===== src/rtl/dda_pkg.sv =====
// shared types and constants for the dda line rasterizer
// command and pixel beat structs, opcode codes, fixed coordinate width
// no dependencies
`timescale 1ns / 1ps

package dda_pkg;

	// coordinate width is fixed by the beat fields
	localparam int COORD_BITS = 12;
	localparam int FRAC_BITS_DEF = 16;
	localparam int COLOR_BITS = 8;

	typedef enum logic [1:0] {
		OP_LINE   = 2'd0,
		OP_MOVETO = 2'd1,
		OP_LINETO = 2'd2,
		OP_STEP   = 2'd3
	} opcode_t;

	typedef struct packed {
		opcode_t                 opcode;
		logic [COORD_BITS-1:0]   start_x;
		logic [COORD_BITS-1:0]   start_y;
		logic [COORD_BITS-1:0]   end_x;
		logic [COORD_BITS-1:0]   end_y;
		logic [COLOR_BITS-1:0]   red;
		logic [COLOR_BITS-1:0]   green;
		logic [COLOR_BITS-1:0]   blue;
	} cmd_beat_t;

	typedef struct packed {
		logic [COORD_BITS-1:0]   pixel_x;
		logic [COORD_BITS-1:0]   pixel_y;
		logic [COLOR_BITS-1:0]   pixel_red;
		logic [COLOR_BITS-1:0]   pixel_green;
		logic [COLOR_BITS-1:0]   pixel_blue;
		logic                    last_pixel;
	} pix_beat_t;

	// handshake between sequencer and divider
	typedef struct packed {
		logic start;
	} div_req_t;

	typedef struct packed {
		logic busy;
		logic done;
	} div_stat_t;

endpackage


===== src/rtl/dda_div.sv =====
// serial restoring divider, one quotient bit per cycle
// used for the slope at segment setup; depends on dda_pkg
`timescale 1ns / 1ps

module dda_div #(
	parameter int DIVIDEND_W = 28,
	parameter int DIVISOR_W  = 12
) (
	input  logic                   clk,
	input  logic                   arst_n,
	input  dda_pkg::div_req_t      req,
	input  logic [DIVIDEND_W-1:0]  dividend,
	input  logic [DIVISOR_W-1:0]   divisor,
	output dda_pkg::div_stat_t     stat,
	output logic [DIVIDEND_W-1:0]  quotient
);
	import dda_pkg::*;

	localparam int CNT_W = $clog2(DIVIDEND_W + 1);

	logic [DIVISOR_W-1:0]  rem_q;
	logic [DIVIDEND_W-1:0] quo_q;
	logic [DIVISOR_W-1:0]  den_q;
	logic [CNT_W-1:0]      cnt_q;
	logic                  busy_q;
	logic                  done_q;

	logic [DIVISOR_W:0]    trial;
	logic [DIVISOR_W:0]    diff;
	logic                  fits;

	// one trial subtraction per cycle
	always_comb begin
		trial = {rem_q, quo_q[DIVIDEND_W-1]};
		diff  = trial - {1'b0, den_q};
		fits  = trial >= {1'b0, den_q};
	end

	// shift dividend bits out and quotient bits in
	always_ff @(posedge clk or negedge arst_n) begin
		if (!arst_n) begin
			busy_q <= 1'b0;
			done_q <= 1'b0;
			cnt_q  <= '0;
		end else begin
			done_q <= 1'b0;
			if (req.start) begin
				busy_q <= 1'b1;
				cnt_q  <= CNT_W'(DIVIDEND_W);
			end else if (busy_q) begin
				cnt_q <= cnt_q - 1'b1;
				if (cnt_q == CNT_W'(1)) begin
					busy_q <= 1'b0;
					done_q <= 1'b1;
				end
			end
		end
	end

	// datapath registers
	always_ff @(posedge clk) begin
		if (req.start) begin
			rem_q <= '0;
			quo_q <= dividend;
			den_q <= divisor;
		end else if (busy_q) begin
			rem_q <= fits ? diff[DIVISOR_W-1:0] : trial[DIVISOR_W-1:0];
			quo_q <= {quo_q[DIVIDEND_W-2:0], fits};
		end
	end

	assign stat.busy = busy_q;
	assign stat.done = done_q;
	assign quotient  = quo_q;

	// checks
	a_busy_cnt: assert property (@(posedge clk) disable iff (!arst_n)
		busy_q |-> cnt_q != '0)
		else $error("divider busy with zero count");
	a_done_after_busy: assert property (@(posedge clk) disable iff (!arst_n)
		done_q |-> $past(busy_q))
		else $error("divider done without a running division");
	a_no_restart: assert property (@(posedge clk) disable iff (!arst_n)
		req.start |-> !busy_q)
		else $error("divider started while busy");

endmodule


===== src/rtl/dda_line_rasterizer.sv =====
// dda line rasterizer with pen position; top level, depends on dda_pkg and dda_div
// step: pixel registered at the output; one beat per cycle while the pixel output is not stalled
// line and lineto: commands are held off while the serial slope divider runs; moveto, step
//   with no segment and zero-length segments need no division
// reset (arst_n, async, active low) clears pen, the segment active flag and the output valid
`timescale 1ns / 1ps

module dda_line_rasterizer #(
	parameter int FRAC_BITS = dda_pkg::FRAC_BITS_DEF
) (
	input  logic                clk,
	input  logic                arst_n,
	input  logic                cmd_valid,
	output logic                cmd_ready,
	input  dda_pkg::cmd_beat_t  cmd,
	output logic                pix_valid,
	input  logic                pix_ready,
	output dda_pkg::pix_beat_t  pix
);
	import dda_pkg::*;

	localparam int ACC_W = COORD_BITS + FRAC_BITS;

	typedef enum logic [1:0] {
		ST_IDLE = 2'b01,
		ST_DIV  = 2'b10
	} state_t;

	state_t                 state_q;
	logic [COORD_BITS-1:0]  pen_x_q, pen_y_q;
	logic                   active_q;
	logic                   major_x_q;
	logic [COORD_BITS-1:0]  major_pos_q, major_stop_q;
	logic [ACC_W-1:0]       accum_q;
	logic [ACC_W:0]         slope_q;
	logic                   neg_q;
	logic [3*COLOR_BITS-1:0] color_q;

	logic                   cmd_fire;
	logic                   is_draw;
	logic                   do_step;
	div_req_t               div_req;
	div_stat_t              div_stat;
	logic [ACC_W-1:0]       quotient;

	// setup signals
	logic [COORD_BITS-1:0]  x0, y0, x1, y1, dx, dy;
	logic [COORD_BITS-1:0]  a0, a1, b0, b1, a_lo, a_hi, b_st, b_en, seg_len, mag;
	logic                   major_x, swap, neg;

	// step signals
	logic [COORD_BITS-1:0]  minor;
	logic [COORD_BITS:0]    next_pos;
	logic                   step_last;

	assign cmd_ready = (state_q == ST_IDLE) && (!pix_valid || pix_ready);
	assign cmd_fire  = cmd_valid && cmd_ready;
	assign is_draw   = (cmd.opcode == OP_LINE) || (cmd.opcode == OP_LINETO);
	assign do_step   = cmd_fire && (cmd.opcode == OP_STEP) && active_q;

	// segment setup: major axis, ordering, length and minor delta
	always_comb begin
		x0 = (cmd.opcode == OP_LINETO) ? pen_x_q : cmd.start_x;
		y0 = (cmd.opcode == OP_LINETO) ? pen_y_q : cmd.start_y;
		x1 = cmd.end_x;
		y1 = cmd.end_y;
		dx = (x1 >= x0) ? x1 - x0 : x0 - x1;
		dy = (y1 >= y0) ? y1 - y0 : y0 - y1;
		major_x = dx >= dy;
		a0 = major_x ? x0 : y0;
		a1 = major_x ? x1 : y1;
		b0 = major_x ? y0 : x0;
		b1 = major_x ? y1 : x1;
		swap = a1 < a0;
		a_lo = swap ? a1 : a0;
		a_hi = swap ? a0 : a1;
		b_st = swap ? b1 : b0;
		b_en = swap ? b0 : b1;
		seg_len = a_hi - a_lo;
		neg = b_en < b_st;
		mag = neg ? b_st - b_en : b_en - b_st;
	end

	assign div_req.start = cmd_fire && is_draw && (seg_len != '0);

	dda_div #(
		.DIVIDEND_W (ACC_W),
		.DIVISOR_W  (COORD_BITS)
	) u_div (
		.clk      (clk),
		.arst_n   (arst_n),
		.req      (div_req),
		.dividend ({mag, {FRAC_BITS{1'b0}}}),
		.divisor  (seg_len),
		.stat     (div_stat),
		.quotient (quotient)
	);

	// pixel of the current step
	always_comb begin
		minor     = accum_q[ACC_W-1 -: COORD_BITS];
		next_pos  = {1'b0, major_pos_q} + 1'b1;
		step_last = (next_pos[COORD_BITS-1:0] == major_stop_q)
			|| (next_pos >= {1'b0, major_stop_q});
	end

	// sequencer and control state
	always_ff @(posedge clk or negedge arst_n) begin
		if (!arst_n) begin
			state_q  <= ST_IDLE;
			pen_x_q  <= '0;
			pen_y_q  <= '0;
			active_q <= 1'b0;
		end else begin
			case (state_q)
				ST_IDLE: begin
					if (cmd_fire) begin
						case (cmd.opcode)
							OP_LINE, OP_LINETO: begin
								active_q <= 1'b0;
								if (seg_len != '0)
									state_q <= ST_DIV;
							end
							default: begin
								if (do_step && step_last)
									active_q <= 1'b0;
							end
						endcase
						if ((cmd.opcode == OP_MOVETO) || (cmd.opcode == OP_LINETO)) begin
							pen_x_q <= cmd.end_x;
							pen_y_q <= cmd.end_y;
						end
					end
				end
				ST_DIV: begin
					if (div_stat.done) begin
						active_q <= 1'b1;
						state_q  <= ST_IDLE;
					end
				end
				default: state_q <= ST_IDLE;
			endcase
		end
	end

	// segment datapath
	always_ff @(posedge clk) begin
		if (cmd_fire && is_draw) begin
			major_x_q    <= major_x;
			major_pos_q  <= a_lo;
			major_stop_q <= a_hi;
			accum_q      <= {b_st, {FRAC_BITS{1'b0}}};
			neg_q        <= neg;
			color_q      <= {cmd.red, cmd.green, cmd.blue};
		end else if (do_step) begin
			major_pos_q <= next_pos[COORD_BITS-1:0];
			accum_q     <= accum_q + slope_q[ACC_W-1:0];
		end
		if (div_stat.done)
			slope_q <= neg_q ? (~{1'b0, quotient} + 1'b1) : {1'b0, quotient};
	end

	// output beat register
	always_ff @(posedge clk or negedge arst_n) begin
		if (!arst_n) begin
			pix_valid <= 1'b0;
		end else if (do_step) begin
			pix_valid <= 1'b1;
		end else if (pix_ready) begin
			pix_valid <= 1'b0;
		end
	end

	always_ff @(posedge clk) begin
		if (do_step) begin
			pix.pixel_x     <= major_x_q ? major_pos_q : minor;
			pix.pixel_y     <= major_x_q ? minor : major_pos_q;
			pix.pixel_red   <= color_q[3*COLOR_BITS-1 -: COLOR_BITS];
			pix.pixel_green <= color_q[2*COLOR_BITS-1 -: COLOR_BITS];
			pix.pixel_blue  <= color_q[COLOR_BITS-1:0];
			pix.last_pixel  <= step_last;
		end
	end

	// checks
	a_active_order: assert property (@(posedge clk) disable iff (!arst_n)
		active_q |-> major_pos_q < major_stop_q)
		else $error("active segment past its stop");
	a_last_ends: assert property (@(posedge clk) disable iff (!arst_n)
		(do_step && step_last) |=> !active_q)
		else $error("segment still active after last pixel");
	a_done_in_div: assert property (@(posedge clk) disable iff (!arst_n)
		div_stat.done |-> state_q == ST_DIV)
		else $error("slope ready outside of setup");
	a_div_busy: assert property (@(posedge clk) disable iff (!arst_n)
		div_stat.busy |-> !cmd_ready)
		else $error("command taken during slope division");

endmodule


===== config.mk =====
export PLATFORM = sky130hd
export DESIGN_NAME = dda_line_rasterizer
export DESIGN_NICKNAME = d
export VERILOG_FILES = /design/src/rtl/dda_pkg.sv /design/src/rtl/dda_div.sv /design/src/rtl/dda_line_rasterizer.sv
export SDC_FILE = /design/constraint.sdc
export NUM_CORES = 1
export LEC_CHECK = 0
export BUFFER_PORTS_ARGS = -buffer_cell sky130_fd_sc_hd__buf_2
export CORE_ASPECT_RATIO = 1.75
export CORE_UTILIZATION = 40
export DETAILED_ROUTE_END_ITERATION = 10
export MAX_ROUTING_LAYER = met4
export SLEW_MARGIN = 20
export SYNTH_ARGS = -nofsm -noshare
export SYNTH_HDL_FRONTEND = slang
export SYNTH_SLANG_ARGS = --single-unit

===== constraint.sdc =====
create_clock -name clk -period 15.1 [get_ports clk]
set_clock_uncertainty 0.1 [all_clocks]
set_input_delay 3.02 -clock clk [delete_from_list [all_inputs] [get_ports clk]]
set_output_delay 3.02 -clock clk [all_outputs]
set_load 0.03 [all_outputs]

==> results.toml, run 1 <==
[clock_tree]
cts-resized-gates = 0
clock_sinks = 242
postCtsSetupBuffers = 0
ctsHoldBuffers = 0
path_clk_slew_ns = 0.06
cts_buffer_depth = 3
cts_buffers = 24
cts_tree = "done"
insertion_delay_ns = 0.55
cts_root_buf = "clkbuf_16"
h-tree-depth = 1

[critical_path]
critPathKind = "primary input to register"
crit_family = "compound AO/OA/AOI/OAI gates"
worstPathArrival_ns = 14.46
path_max_fanout = 30
critPathSlowestCell = "a21oi_1"
critPathLaunchType = "primary input"
endpoint_kind = "register"
cpPeakStageDelay_ns = 0.54
cp_num_buf_inv = 12
worst_ep_required_time_ns = 15.29

[yosys]
ys_seq_area_frac = 0.382
synth_top_area_frac = 0.281
synth_cell_types = 78
synth_edf_count = 163
netlist_area_um2 = 17400
synth-async-reset-ratio = 0.145
avgSynthCellArea_um2 = 9.27
yosys_warnings = 0
synth_top_cell_by_area = "edfxtp_1"
ys_seq_elements = 242
synth_fp_nets = 2114
synth_flop_cell = "edfxtp_1"
synthTopCellsByArea = "edfxtp_1 28%, ha_1 11%, dfxtp_1 5.1%"
netlist_instances = 1877

[global_route]
grt_overflow_total = 0
grt.total_usage = 0.223
grt_pass1_vias = 14353
antenna_found_initial = 0
grt_max_degree = 69
grt_pass1_wl_mm = 75.7

[sta]
slew_headroom = 0.311
max_freq_mhz = 70.1
worst-slew-pin-transition_ns = 1.03
slew_violations = 0
min_period_ns = 14.27
hold_viol_final = 0
fin_crit_sh = 0.945
grt_setup_unrepaired = "false"
setup_viol = 0
setup_tns_ns = 0

[drt]
drt-vias-per-instance = 5.45
drt_first_iter_violations = 799
vias = 14146
first_pass_iters = 5
route.detailed.drc = 0
drt-total-wl_mm = 48.3
avgRoutedWirePerCell_um = 18.6
ant_nets = 0

[run_status]
status = "finished, final reports clean"

[cells_and_area]
nNetsFinal = 2254
drive_gt1_frac = 0.153
antenna_cells = 0
num-fill-cells = 4073
final_common_cell = "nor2_1"
synthToLayoutAreaGrowth_pct = 13.4
final_cell_mix = "169 x nor2_1, 167 x inv_1, 163 x edfxtp_1, 153 x nand2_1, 151 x ha_1"

[floorplan]
rows = 100
ios = 129
die_area_um2 = 44400
die_x_um = 160
start_util = 0.408
coreArea_um2 = 42700
die_h_um = 278

[place]
place.gp.congestion = 0.941
place_hpwl_mm = 38.3
io_buffers = 128

[job]
drv_cap = 0

[min_path]
hold_class = "register to register"
-- worst register-to-register path: cells and delay by family (launching register included) --
| family | cells | cell delay (ns) |
|---|---|---|
| multiplexers | 4 | 0.97 |
| flip-flops | 1 | 0.38 |
| AND/OR/NAND/NOR | 9 | 1.67 |
| XOR/XNOR | 1 | 0.16 |
| buffers and inverters | 8 | 1.44 |
| adder cells (fa/ha/maj) | 5 | 1.51 |
| AO/OA/AOI/OAI | 25 | 4.99 |
-- path summary, 6_finish.rpt --
| kind | slack (ns) | start | cells after the start | end |
|---|---|---|---|---|
| setup / recovery | 0.83 | cmd[72] | 55 | u_div.quotient[27] |
| hold / removal | 0.32 | color_q[10] | 0 | pix[11] |
| setup reg to reg | 3.63 | pen_y_q[2] | 52 | u_div.quotient[27] |
| hold reg to reg | 0.32 | color_q[10] | 0 | pix[11] |
| max in group asynchronous | 11.64 | arst_n | 1 | u_div.busy_q |
| min in group asynchronous | 2.53 | arst_n | 1 | pen_y_q[10] |
-- flip-flops by register name, summed over array words and instances (netlist names) --
| register | cells |
|---|---|
| pix | 49 |
| accum_q | 28 |
| slope_q | 28 |
| u_div.quotient | 28 |
| color_q | 24 |
| major_pos_q | 12 |
| major_stop_q | 12 |
| pen_x_q | 12 |
| pen_y_q | 12 |
| u_div.den_q | 12 |
| u_div.rem_q | 12 |
| u_div.cnt_q | 5 |
| state_q | 2 |
| active_q | 1 |
| major_x_q | 1 |
| neg_q | 1 |
| pix_valid | 1 |
| u_div.busy_q | 1 |
| u_div.done_q | 1 |
-- synthesized netlist by cell type, types with 6 or more instances --
| cell | n |
|---|---|
| inv_1 | 169 |
| nor2_1 | 169 |
| edfxtp_1 | 163 |
| nand2_1 | 153 |
| ha_1 | 151 |
| a21oi_1 | 144 |
| o21ai_0 | 124 |
| mux2i_1 | 87 |
| xnor2_1 | 71 |
| a21o_1 | 62 |
| clkbuf_1 | 56 |
| dfxtp_1 | 44 |
| mux2_2 | 36 |
| dfrtp_1 | 34 |
| a211oi_1 | 33 |
| xor2_1 | 32 |
| nand3_1 | 31 |
| nand2b_1 | 28 |
| nor3_1 | 16 |
| o22ai_1 | 16 |
| nor2b_1 | 15 |
| o31ai_1 | 15 |
| o211ai_1 | 14 |
| or2_2 | 14 |
| a31oi_1 | 13 |
| a21boi_0 | 12 |
| nand4_1 | 12 |
| a211oi_2 | 10 |
| buf_1 | 9 |
| buf_2 | 9 |
| and3_1 | 8 |
| fa_1 | 8 |
| o21a_1 | 7 |
| or3_1 | 7 |
| or4_1 | 7 |
| a221oi_1 | 6 |
| o21bai_1 | 6 |
-- layer usage --
| layer | vias to the layer above | GRT usage | routed length, µm |
|---|---|---|---|
| met2 | 326 | 0.430 | 26600 |
| met4 | 0 | 0.107 | 2320 |
| met3 | 118 | 0.0183 | 1630 |
| met1 | 6716 | 0.223 | 17700 |
| met5 | - | - | 0 |
| li1 | 6986 | - | - |
-- final cells by class --
type                    count  area [µm²]  area share
well taps                 561         702      0.0356
clock buffers              29         629      0.0319
clock inverters            14         148     0.00748
multi-input cells        1385        9780       0.496
flip-flops and latches    242        6650       0.337
inverters                 170         639      0.0324
repair buffers            194        1170      0.0595
-- cell families after synthesis --
| group | share of synthesized area |
|---|---|
| AOI/OAI and AO/OA | 0.192 |
| and+or+nand+nor | 0.126 |
| buffers and inverters | 0.0569 |
| DFF | 0.382 |
| adders and majority gates | 0.118 |
| muxes | 0.0733 |
| xor gates and xnor gates | 0.0518 |
-- per-stage QoR --
| step | cell area [µm²] | setup WS (ns) | cells | hold WS, ns | util |
|---|---|---|---|---|---|
| floorplan | 17400 | 0.255 | 1877 | 0.300 | - |
| global placement | 19000 | 0.611 | 2552 | 0.300 | 0.444 |
| detailed placement | 19000 | 0.364 | 2552 | 0.305 | 0.444 |
| CTS | 19700 | 0.919 | 2595 | 0.319 | 0.462 |
| global route | 19700 | 0.00836 | 2595 | 0.322 | 0.462 |
| finish | 19700 | 0.826 | 2595 | 0.319 | 0.462 |
Power of run 1 is left out: the tool's default activity adds up to more than one toggle a clock period on the data nets, which glitch-free logic cannot reach.
==> inputs of run 2 (changes only) <==
CORE_MARGIN = 2   (was default)
==> run 2 against run 1 <==
First-iteration DRC count shrank 15%. Routed wire length shrank 0.50%. Critical path depth shrank 3. Non-clock buffer count shrank 20. Register-to-register slack gained 0.15 ns. Flip-flop and latch count is the same. Final area shrank 0.44%. Clock-buffer cell count grew 2. Cell count shrank 0.46%.
==> results.toml, run 2 (same netlist as run 1, synthesis figures left out) <==
[floorplan]
coreArea_um2 = 43200
ios = 129
die_area_um2 = 45300
rows = 101
die_x_um = 162
die_h_um = 280
start_util = 0.403

[critical_path]
cpMostUsedCell = "o21ai_0"
rr_endpoint = "u_div.quotient[27]"
endpoint_kind = "register"
worstPathArrival_ns = 14.38
path_max_fanout = 48
critical_path.endpoint = "u_div.quotient[27]"
cpPeakStageDelay_ns = 0.50
critPathKind = "primary input to register"
critPathLaunchType = "primary input"
rr_worst_depth = 47
r2r-start = "pen_x_q[2]"
worst_ep_required_time_ns = 15.30
cp-startpoint = "cmd[72]"
critPathSlowestCell = "nor3_4"
ff2ff_setup_slack_ns = 3.78

[min_path]
whs_path_depth = 0
hold_class = "register to register"

[clock_tree]
clock_sinks = 242
insertion_delay_ns = 0.57
path_clk_slew_ns = 0.06
cts_buffers = 25
h-tree-depth = 1
cts_tree = "done"
cts_root_buf = "clkbuf_16"
cts_buffer_depth = 3

[sta]
slew_headroom = 0.291
min_period_ns = 14.18
worst-slew-pin-transition_ns = 1.06
fin_crit_sh = 0.939
setup_tns_ns = 0
hold_viol_final = 0
setup_viol = 0
grt_setup_unrepaired = "false"
max_freq_mhz = 70.5
slew_violations = 0

[global_route]
grt.total_usage = 0.217
grt_max_degree = 52
antenna_found_initial = 0
grt_pass1_wl_mm = 75.6
grt_pass1_vias = 14208
grt_overflow_total = 0

[place]
place_area_um2 = 18800
place.gp.congestion = 0.997
place_hpwl_mm = 37.9
io_buffers = 128

[job]
drv_cap = 0

[drt]
drt-total-wl_mm = 48.0
first_pass_iters = 5
drt_first_iter_violations = 677
ant_nets = 0
vias = 14119
drt-vias-per-instance = 5.47
avgRoutedWirePerCell_um = 18.6
route.detailed.drc = 0

[run_status]
status = "finished, final reports clean"

[cells_and_area]
final_cell_mix = "169 x nor2_1, 167 x inv_1, 163 x edfxtp_1, 153 x nand2_1, 151 x ha_1"
final_common_cell = "nor2_1"
nNetsFinal = 2235
antenna_cells = 0
regMostFlops = "pix"
finalInstanceArea_um2 = 19600
synthToLayoutAreaGrowth_pct = 12.9
drive_gt1_frac = 0.147
largest_reg_flops = 49
==> run 2: cell count changes in the layout (fill, tap and decap cells not counted), moves of 2 or more <==
| cell | before | now |
|---|---|---|
| buf_4 | 63 | 45 |
| clkinv_2 | 4 | 7 |
| clkbuf_16 | 24 | 26 |
| clkinv_1 | 2 | 0 |
==> run 2: final cells by class <==
type	instances	area (µm²)
repair buffers	174	1010
multi-input cells	1385	9790
fillers	4178	23600
well taps	566	708
clock buffers	31	679
clock inverters	15	159
inverters	170	639
flip-flops and latches	242	6650
==> run 2: through the flow <==
| stage | instances | util | hold WS (ns) | setup slack [ns] |
|---|---|---|---|---|
| 2_1_floorplan | 1877 | - | 0.300 | 0.255 |
| 3_3_place_gp | 2537 | 0.435 | 0.300 | 0.477 |
| 3_5_place_dp | 2537 | 0.435 | 0.305 | 0.314 |
| 4_1_cts | 2583 | 0.454 | 0.321 | 0.883 |
| 5_1_grt | 2583 | 0.455 | 0.326 | 0.124 |
| 6_report | 2583 | 0.455 | 0.318 | 0.922 |
==> run 2: layer usage <==
metal | part of all wire | wire (µm) | track usage | vias to the layer above
li1 | - | - | - | 6949
met5 | 0 | 0 | - | -
met2 | 0.54 | 26000 | 0.413 | 310
met1 | 0.38 | 18000 | 0.224 | 6728
met4 | 0.048 | 2320 | 0.0964 | 0
met3 | 0.034 | 1650 | 0.0200 | 132
==> run 2: timing repair <==
action / 4_1_cts / 5_1_grt
gates resized for setup: 0 / 1
hold buffers: 0 / 0
setup buffers: 0 / 0
setup endpoints to repair: 0 / 2
==> run 2: worst min path at each step <==
| stage | end | startpoint | slack, ns |
|---|---|---|---|
| 5_1_grt | pix[23] | color_q[22] | 0.33 |
| 3_3_place_gp | pix[24] | color_q[23] | 0.30 |
| 2_1_floorplan | pix[10] | color_q[9] | 0.30 |
| 4_1_cts | pix[24] | color_q[23] | 0.32 |
| 6_report | pix[24] | color_q[23] | 0.32 |
| 3_5_place_dp | pix[12] | color_q[11] | 0.30 |
==> run 2: critical path: cells and delay by family <==
family	cells	cell delay, ns
compound gates	24	4.81
mux	4	1.03
buf+inv	9	1.55
fa+ha+maj	5	1.84
xor+xnor	1	0.09
simple gates	9	2.00
Power of run 2 is left out for the same reason.
==> inputs of run 3 (changes only) <==
==> constraint.sdc (replaced) <==
create_clock -name clk -period 15.1 [get_ports clk]
set_clock_uncertainty 0.1 [all_clocks]
set_input_delay 2.265 -clock clk [delete_from_list [all_inputs] [get_ports clk]]
set_output_delay 2.265 -clock clk [all_outputs]
set_load 0.03 [all_outputs]
==> run 3 against run 2 <==
Cell count is 0.27% lower. Register-to-register slack worse by 0.53 ns. Worst hold slack better by 0.0010 ns. Sequential share of layout area is 0.14 points higher. Routed wire length is 1.9% lower. Utilization is 0.19 points lower. Setup slack better by 0.040 ns. Clock-buffer cell count is 3 lower. Die area stayed put. Non-clock buffer count is 7 lower. Global-route usage is 0.37 points lower. Critical endpoint unchanged. Largest cell class unchanged.
==> results.toml, run 3 (same netlist as run 1, synthesis figures left out) <==
[floorplan]
die_h_um = 280
ios = 129
die_area_um2 = 45300
coreArea_um2 = 43200
start_util = 0.403
die_x_um = 162
rows = 101

[clock_tree]
ctsHoldBuffers = 0
h-tree-depth = 1
cts_buffer_depth = 3
cts_buffers = 25
cts_tree = "done"
path_clk_slew_ns = 0.06
clock_sinks = 242
cts-resized-gates = 0
cts_root_buf = "clkbuf_16"
postCtsSetupBuffers = 0
insertion_delay_ns = 0.56

[drt]
route.detailed.drc = 0
drt-vias-per-instance = 5.48
vias = 14126
drt_first_iter_violations = 753
first_pass_iters = 5
avgRoutedWirePerCell_um = 18.3
drt-total-wl_mm = 47.1
ant_nets = 0

[sta]
worst-slew-pin-transition_ns = 1.04
fin_ws_ns = 0.962
slew_headroom = 0.307
hold_viol_final = 0
holdWs_ns = 0.319
max_freq_mhz = 70.7
grt_setup_unrepaired = "false"
slew_violations = 0
setup_viol = 0
min_period_ns = 14.14
setup_tns_ns = 0
fin_crit_sh = 0.936

[run_status]
status = "finished, final reports clean"

[critical_path]
path_max_fanout = 30
critPathKind = "primary input to register"
endpoint_kind = "register"
worst_ep_required_time_ns = 15.29
critPathSlowestCell = "a21oi_1"
worstPathArrival_ns = 14.33
critPathLaunchType = "primary input"
cp_num_buf_inv = 9
crit_family = "compound AO/OA/AOI/OAI gates"
cpPeakStageDelay_ns = 0.47

[global_route]
grt_pass1_vias = 14295
antenna_found_initial = 0
grt_pass1_wl_mm = 75.1
grt_max_degree = 60
grt.total_usage = 0.213
grt_overflow_total = 0

[place]
placed_cells = 2530
place.gp.congestion = 0.980
place_ws_ns = 0.443
io_buffers = 128
place_hpwl_mm = 37.1

[cells_and_area]
drive_gt1_frac = 0.144
num-fill-cells = 4224
nNetsFinal = 2228
synthToLayoutAreaGrowth_pct = 12.4
final_common_cell = "nor2_1"
finalNonFillerCells = 2576
regMostFlops = "pix"
antenna_cells = 0
largest_reg_flops = 49
final_cell_mix = "169 x nor2_1, 167 x inv_1, 163 x edfxtp_1, 153 x nand2_1, 151 x ha_1"

[job]
drv_cap = 0

[min_path]
hold_class = "register to register"
-- run 3: routing by layer --
metal	vias up	global-route usage	part of all wire
met5	-	-	0
met4	0	0.0824	0.039
met3	99	0.0179	0.036
met2	354	0.413	0.55
met1	6733	0.220	0.37
li1	6940	-	-
-- run 3: stage by stage --
stage	cell area (µm²)	util
2_1_floorplan	17400	-
3_3_place_gp	18700	0.433
3_5_place_dp	18700	0.433
4_1_cts	19600	0.452
5_1_grt	19600	0.453
6_report	19600	0.453
-- run 3: layout make-up --
| cell class | instances | area, µm² | area share |
|---|---|---|---|
| multi-input cells | 1385 | 9790 | 0.500 |
| clock inverters | 18 | 178 | 0.00908 |
| repair buffers | 167 | 950 | 0.0485 |
| well taps | 566 | 708 | 0.0362 |
| clock buffers | 28 | 647 | 0.0331 |
| flip-flops and latches | 242 | 6650 | 0.340 |
| inverters | 170 | 639 | 0.0327 |
-- run 3: final timing paths --
path / from / endpoint / slack [ns] / cells past startpoint
worst max-delay path: cmd[72] / u_div.quotient[27] / 0.96 / 51
worst min-delay path: color_q[9] / pix[10] / 0.32 / 0
worst max register to register: pen_x_q[2] / u_div.quotient[27] / 3.25 / 47
worst min register to register: color_q[9] / pix[10] / 0.32 / 0
max in group asynchronous: arst_n / u_div.busy_q / 12.37 / 1
min in group asynchronous: arst_n / pen_y_q[10] / 1.77 / 1
-- run 3: worst register-to-register path, delay by kind of cell, from the launching register on --
kind	cells	cell delay, ns
xor+xnor	1	0.15
buf+inv	6	1.31
flops	1	0.39
fa+ha+maj	4	1.33
mux	4	1.01
compound gates	27	6.14
simple gates	5	1.15
Power of run 3 is left out for the same reason.
